$ cat config.mk
export PLATFORM = sky130hd
export DESIGN_NAME = tcb_ctrl
export DESIGN_NICKNAME = d
export VERILOG_FILES = /design/src/rtl/tcb_pkg.sv /design/src/rtl/tcb_ctrl.sv
export SDC_FILE = /design/constraint.sdc
export NUM_CORES = 1
export LEC_CHECK = 0
export BUFFER_PORTS_ARGS = -buffer_cell sky130_fd_sc_hd__buf_4
export CELL_PAD_IN_SITES_DETAIL_PLACEMENT = 1
export CELL_PAD_IN_SITES_GLOBAL_PLACEMENT = 1
export CORE_AREA = 2 2 39 41
export DETAILED_ROUTE_END_ITERATION = 8
export DIE_AREA = 0 0 41 43
export HOLD_SLACK_MARGIN = 0.1
export PLACE_DENSITY_LB_ADDON = 0.1
export SYNTH_ARGS = -nofsm -noshare
export SYNTH_HDL_FRONTEND = slang
export SYNTH_SLANG_ARGS = --single-unit
$ cat constraint.sdc
create_clock -name i_clk -period 4.2 [get_ports i_clk]
set_clock_uncertainty 0.2 [all_clocks]
set_input_delay 0.21 -clock i_clk [delete_from_list [all_inputs] [get_ports i_clk]]
set_output_delay 0.21 -clock i_clk [all_outputs]
set_load 0.02 [all_outputs]
$ cat src/rtl/tcb_pkg.sv
package tcb_pkg;

    // Default sizes of the vertex set and of the triangle count per cluster
    localparam int DEF_MAX_VERTICES  = 64;
    localparam int DEF_MAX_TRIANGLES = 128;

    // Field widths
    localparam int CORNER_W   = 32;
    localparam int START_W    = 32;
    localparam int INDICES_W  = 9;
    localparam int VERTICES_W = 7;
    localparam int FAULT_W    = 2;
    localparam int VLIM_W     = 7;
    localparam int TLIM_W     = 8;
    localparam int CFG_IDX_W  = 2;
    localparam int CFG_DATA_W = 32;
    localparam int S_DATA_W   = 3 * CORNER_W;
    localparam int M_DATA_W   = START_W + INDICES_W + VERTICES_W;

    // Configuration register indexes
    localparam logic [CFG_IDX_W-1:0] REG_MESH_VERTEX_COUNT = 2'd0;
    localparam logic [CFG_IDX_W-1:0] REG_VERTEX_LIMIT      = 2'd1;
    localparam logic [CFG_IDX_W-1:0] REG_TRIANGLE_LIMIT    = 2'd2;

    // Reset values of the configuration registers
    localparam logic [VLIM_W-1:0] VLIM_RESET = 7'd64;
    localparam logic [TLIM_W-1:0] TLIM_RESET = 8'd128;

    // Fault codes carried in tuser
    localparam logic [FAULT_W-1:0] FAULT_NONE     = 2'd0;
    localparam logic [FAULT_W-1:0] FAULT_RANGE    = 2'd1;
    localparam logic [FAULT_W-1:0] FAULT_OVERFLOW = 2'd2;

    // Controller -> datapath
    typedef struct packed {
        logic       load;      // capture the input triangle
        logic       scan;      // compare one corner against the vertex set
        logic [1:0] scan_idx;  // corner being scanned
        logic       commit;    // apply the triangle, emit fault or close record
        logic       flush;     // emit the open cluster at end of mesh
    } t_cmd;

    // Datapath -> controller
    typedef struct packed {
        logic emit_now;      // commit produces a record
        logic flush_needed;  // an end-of-mesh flush follows the commit
        logic out_free;      // output register can take a record this cycle
    } t_status;

endpackage

$ cat src/rtl/tcb_ctrl.sv
module tcb_ctrl (
    input  logic             i_clk,
    input  logic             i_rst_n,
    input  logic             i_in_valid,
    output logic             o_in_ready,
    input  tcb_pkg::t_status i_status,
    output tcb_pkg::t_cmd    o_cmd
);

    localparam logic [1:0] S_IDLE   = 2'd0;
    localparam logic [1:0] S_SCAN   = 2'd1;
    localparam logic [1:0] S_COMMIT = 2'd2;
    localparam logic [1:0] S_FLUSH  = 2'd3;

    localparam logic [1:0] LAST_CORNER = 2'd2;

    logic [1:0] r_state, n_state;
    logic [1:0] r_scan_cnt, n_scan_cnt;

    always_comb begin
        n_state      = r_state;
        n_scan_cnt   = r_scan_cnt;
        o_in_ready   = 1'b0;
        o_cmd        = '0;
        o_cmd.scan_idx = r_scan_cnt;
        case (r_state)
            S_IDLE: begin
                o_in_ready = 1'b1;
                if (i_in_valid) begin
                    o_cmd.load = 1'b1;
                    n_scan_cnt = 2'd0;
                    n_state    = S_SCAN;
                end
            end
            S_SCAN: begin
                o_cmd.scan = 1'b1;
                if (r_scan_cnt == LAST_CORNER) begin
                    n_state = S_COMMIT;
                end else begin
                    n_scan_cnt = r_scan_cnt + 2'd1;
                end
            end
            S_COMMIT: begin
                // wait for room only when a record goes out
                if (!i_status.emit_now || i_status.out_free) begin
                    o_cmd.commit = 1'b1;
                    n_state = i_status.flush_needed ? S_FLUSH : S_IDLE;
                end
            end
            S_FLUSH: begin
                if (i_status.out_free) begin
                    o_cmd.flush = 1'b1;
                    n_state     = S_IDLE;
                end
            end
            default: begin
                n_state = S_IDLE;
            end
        endcase
    end

    always_ff @(posedge i_clk) begin
        if (!i_rst_n) begin
            r_state    <= S_IDLE;
            r_scan_cnt <= 2'd0;
        end else begin
            r_state    <= n_state;
            r_scan_cnt <= n_scan_cnt;
        end
    end

endmodule

# Word-level counts from Yosys, hierarchy flattened
# Cells that the tools add are included.
# word_totals
register_bits	4
latch_bits	0
ram_bits	0
mem_bits_ro	0
input_bits	6
output_inout_bits	7
word_cells	35
memories	0
# op_classes
add_sub_neg	1
mul	0
n_div	0
magnitude_cmp	0
n_eq_ne	9
n_shift	0
muxes	17
n_bitwise	0
reduce_logical	6
# ops
cell	n
two-way mux 2 bit	7
!= test 2 bit (second input constant)	5
two-way mux 1 bit	8
one-hot mux 2 bit (4 select lines)	1
== test 2 bit (second input constant)	3
one-hot mux 2 bit (2 select lines)	1
AND reduction 4 bit	1
AND reduction 3 bit	1
adder 2 x 1 -> 2 bit (second input constant)	1
== test 2 x 1 -> 1 bit (second input constant)	1
logical NOT 2 bit	1
nonzero test 2 bit	1
logical NOT 1 bit	1
logical OR 1 bit	1

# Longest topological paths before layout
# logic_depth
depth_word	4
mapped_depth	5
mapped_depth_nobuf	5

# Worst setup path after synthesis
# OpenSTA, ideal clock, no wires.
# synth_path
path_kind	reg2reg
start	reg r_scan_cnt[0]
end	reg r_state[0]
setup_ns	0.088
t_arrival_ns	1.469
required_time_ns	3.912
setup_slack_ns	2.443
path_stages_with_launch	5
n_path_buf	0
synth_period_minus_slack_ns	1.757
path_cell_list	dfxtp_1 > inv_1 > ha_1 > mux4_2 > a311oi_2
# synth_via
elab_chain_len	3
# synth_rtl
element	line_no	rtl
start: declaration	tcb_ctrl.sv:18	logic [1:0] r_scan_cnt, n_scan_cnt;
start signal: assignment	tcb_ctrl.sv:68	r_scan_cnt <= n_scan_cnt;
== test 2 bit	tcb_ctrl.sv:37	if (r_scan_cnt == LAST_CORNER) begin
!= test 2 bit (no source line)	n/a	
AND reduction 4 bit (no source line)	n/a	
end signal: assignment	tcb_ctrl.sv:67	r_state <= n_state;
end: declaration	tcb_ctrl.sv:17	logic [1:0] r_state, n_state;
# Every way passes these cells.
# A chain may end at the register's enable or synchronous reset.

# Worst setup path after layout
# Same ends and word-level chain as after synthesis.

==> results.py <==
metrics = {
    "status": {
        "outcome": "finished clean",
    },
    "timing": {
        "finalHoldViolCount": 0,
        "rsz0062_at_grt": "no",
        "slew_viol_final": 0,
        "tns_ns": 0,
        "fin_crit_sh": 0.408,
        "fmaxAchievable_mhz": 583,
        "whs_ns": 0.116,
        "maxSlewHeadroom": 0.737,
        "setup_viol": 0,
        "period_needed_ns": 1.71,
        "tightestPinTransition_ns": 0.394,
    },
    "clock_tree": {
        "clk_latency_ns": 0.23,
        "numCtsBuffers": 3,
        "cts_setup_buffers": 0,
        "clk_pin_slew_worst_paths_ns": 0.04,
        "cts_tree": "built",
        "cts_sinks": 4,
        "hold_buffers": 2,
        "cts_resized": 0,
        "clock_path_buffers": 2,
        "cts-root-buf": "clkbuf_4",
        "htreeDepth": 1,
    },
    "finish": {
        "area_growth_pct": 51.1,
        "layout-drive-gt1-share": 0.367,
        "final_common_cell": "buf_4",
        "insertedDiodeCount": 0,
        "layout_common_cells": "12 x buf_4, 4 x inv_1, 4 x dfxtp_1",
        "final_net_count": 58,
    },
    "route": {
        "post_drt_wl_per_cell_um": 10.5,
        "drt-vias-per-instance": 4.69,
        "topRoutingLayerUsed": "met4",
        "dr.pass1.iters": 2,
        "routed-wl-met3_um": 23,
        "vias": 305,
        "routed_wl_um": 682,
        "drcViolationCount": 0,
        "drt-met1-wl_um": 290,
        "drt_iter0_drc": 1,
        "drtAntennaViolNets": 0,
        "wl_met2_um": 359,
    },
    "global_routing": {
        "grt_antenna_before_repair": 0,
        "grt_usage": 0.0976,
        "grt_overflow": 0,
        "grt_pass1_vias": 270,
        "grt_pass1_wl_um": 1120,
        "grt_start_max_net_pins": 15,
    },
    "power": {
        "swShare": 0.277,
        "ir_drop_mv": 0.0829,
        "power_switching_mw": 0.0339,
        "power_density_nw_per_um2": 287,
        "p_int_mw": 0.0884,
        "p_clk_frac": 0.385,
        "pwr-share-seq": 0.372,
        "power_frac_comb": 0.243,
        "p_leak_nw": 0.192,
    },
    "floorplan": {
        "pin_count": 13,
        "initial_core_util": 0.203,
        "fp-row-count": 14,
        "die_w_um": 41,
        "core_um2": 1380,
        "dieHeight_um": 43,
        "die_area_um2": 1760,
    },
    "synth": {
        "avgSynthCellArea_um2": 8.28,
        "synth-seq-area-share": 0.284,
        "yosys_warnings": 0,
        "ys_ff_latch": 4,
        "synth_area_um2": 282,
        "synth_cells": 34,
        "synth_nets": 41,
        "synth_cell_types": 22,
    },
    "critical_path": {
        "crit_path_end_kind": "flip-flop",
        "cp_max_fo": 6,
        "cp_data_required_time_ns": 4.15,
        "cp-start-kind": "flip-flop",
        "critPathKind": "reg -> reg",
        "worst-endpoint-arrival_ns": 1.66,
    },
    "placed_design": {
        "routabilityCongestion": 0.630,
        "port_buffers": 12,
    },
    "min_path": {
        "hp-class": "in -> reg",
    },
    "run": {
        "maxCapViolations": 0,
    },
}
[path summary, 6_finish.rpt]
path / to / start / slack, ns / cells past startpoint
worst max-delay path: r_state[0] / r_scan_cnt[0] / 2.49 / 4
worst min-delay path: r_scan_cnt[0] / i_in_valid / 0.12 / 4
worst max register to register: r_state[0] / r_scan_cnt[0] / 2.49 / 4
worst min register to register: r_scan_cnt[1] / r_scan_cnt[1] / 0.32 / 2
[cells by family after synthesis]
family / share of synthesized area
AO/OA/AOI/OAI: 0.231
multiplexers: 0.0800
AND/OR/NAND/NOR: 0.276
flip-flops: 0.284
adder cells (fa/ha/maj): 0.0444
buffers and inverters: 0.0844
[cell usage after synthesis]
master / n / area (µm²)
dfxtp_1: 4 / 80.1
inv_1: 4 / 15.0
nand2_1: 3 / 11.3
a31oi_1: 2 / 12.5
nor2b_1: 2 / 12.5
o21ai_0: 2 / 10.0
o21bai_1: 2 / 15.0
a21oi_1: 1 / 5.00
a311oi_2: 1 / 15.0
and3_1: 1 / 6.26
and3_2: 1 / 7.51
buf_2: 1 / 5.00
clkbuf_1: 1 / 3.75
ha_1: 1 / 12.5
mux4_2: 1 / 22.5
nand3_1: 1 / 5.00
nor2_1: 1 / 3.75
nor3_1: 1 / 5.00
nor3b_1: 1 / 7.51
nor4b_1: 1 / 8.76
o211ai_1: 1 / 7.51
or4b_1: 1 / 10.0
[sequential cells by signal, summed over array words and instances (netlist names)]
| register | cells |
|---|---|
| r_scan_cnt | 2 |
| r_state | 2 |
[critical path: stages, from the launching register on]
cell and delay, ns:
dfxtp_1 0.39, inv_1 0.06, ha_1 0.26, mux4_2 0.49, a311oi_2 0.23
[power groups by stage]
stage / registers [mW] / logic (mW) / clock network, mW
final: 0.0455 / 0.0297 / 0.0470
after global routing: 0.0464 / 0.0328 / 0.0509
after CTS: 0.0456 / 0.0302 / 0.0490
after detailed placement: 0.0463 / 0.0287 / 0
after global placement: 0.0460 / 0.0282 / 0
after floorplan: 0.0448 / 0.0170 / 0
[stage by stage]
stage	total power [mW]	instance area (µm²)	instances	setup slack, ns	util
final	0.122	425	65	2.49	0.307
after global routing	0.130	425	65	2.37	0.307
after CTS	0.125	425	65	2.47	0.307
after detailed placement	0.0750	383	60	2.46	0.277
after global placement	0.0742	383	60	2.52	0.277
after floorplan	0.0619	282	34	2.44	-
[final cells by class]
type                    count  area, µm²
fillers                   176        958
repair buffers             14        110
clock buffers               3       22.5
flip-flops and latches      4       80.1
well taps                  16       20.0
multi-input cells          24        178
inverters                   4       15.0
[layer usage]
layer / global-route usage / vias up
li1: - / 154
met1: 0.117 / 142
met2: 0.134 / 7
met3: 0.0314 / 2
met4: 0.0800 / 0
met5: 0 / -
(Power assumes the default switching activity.)
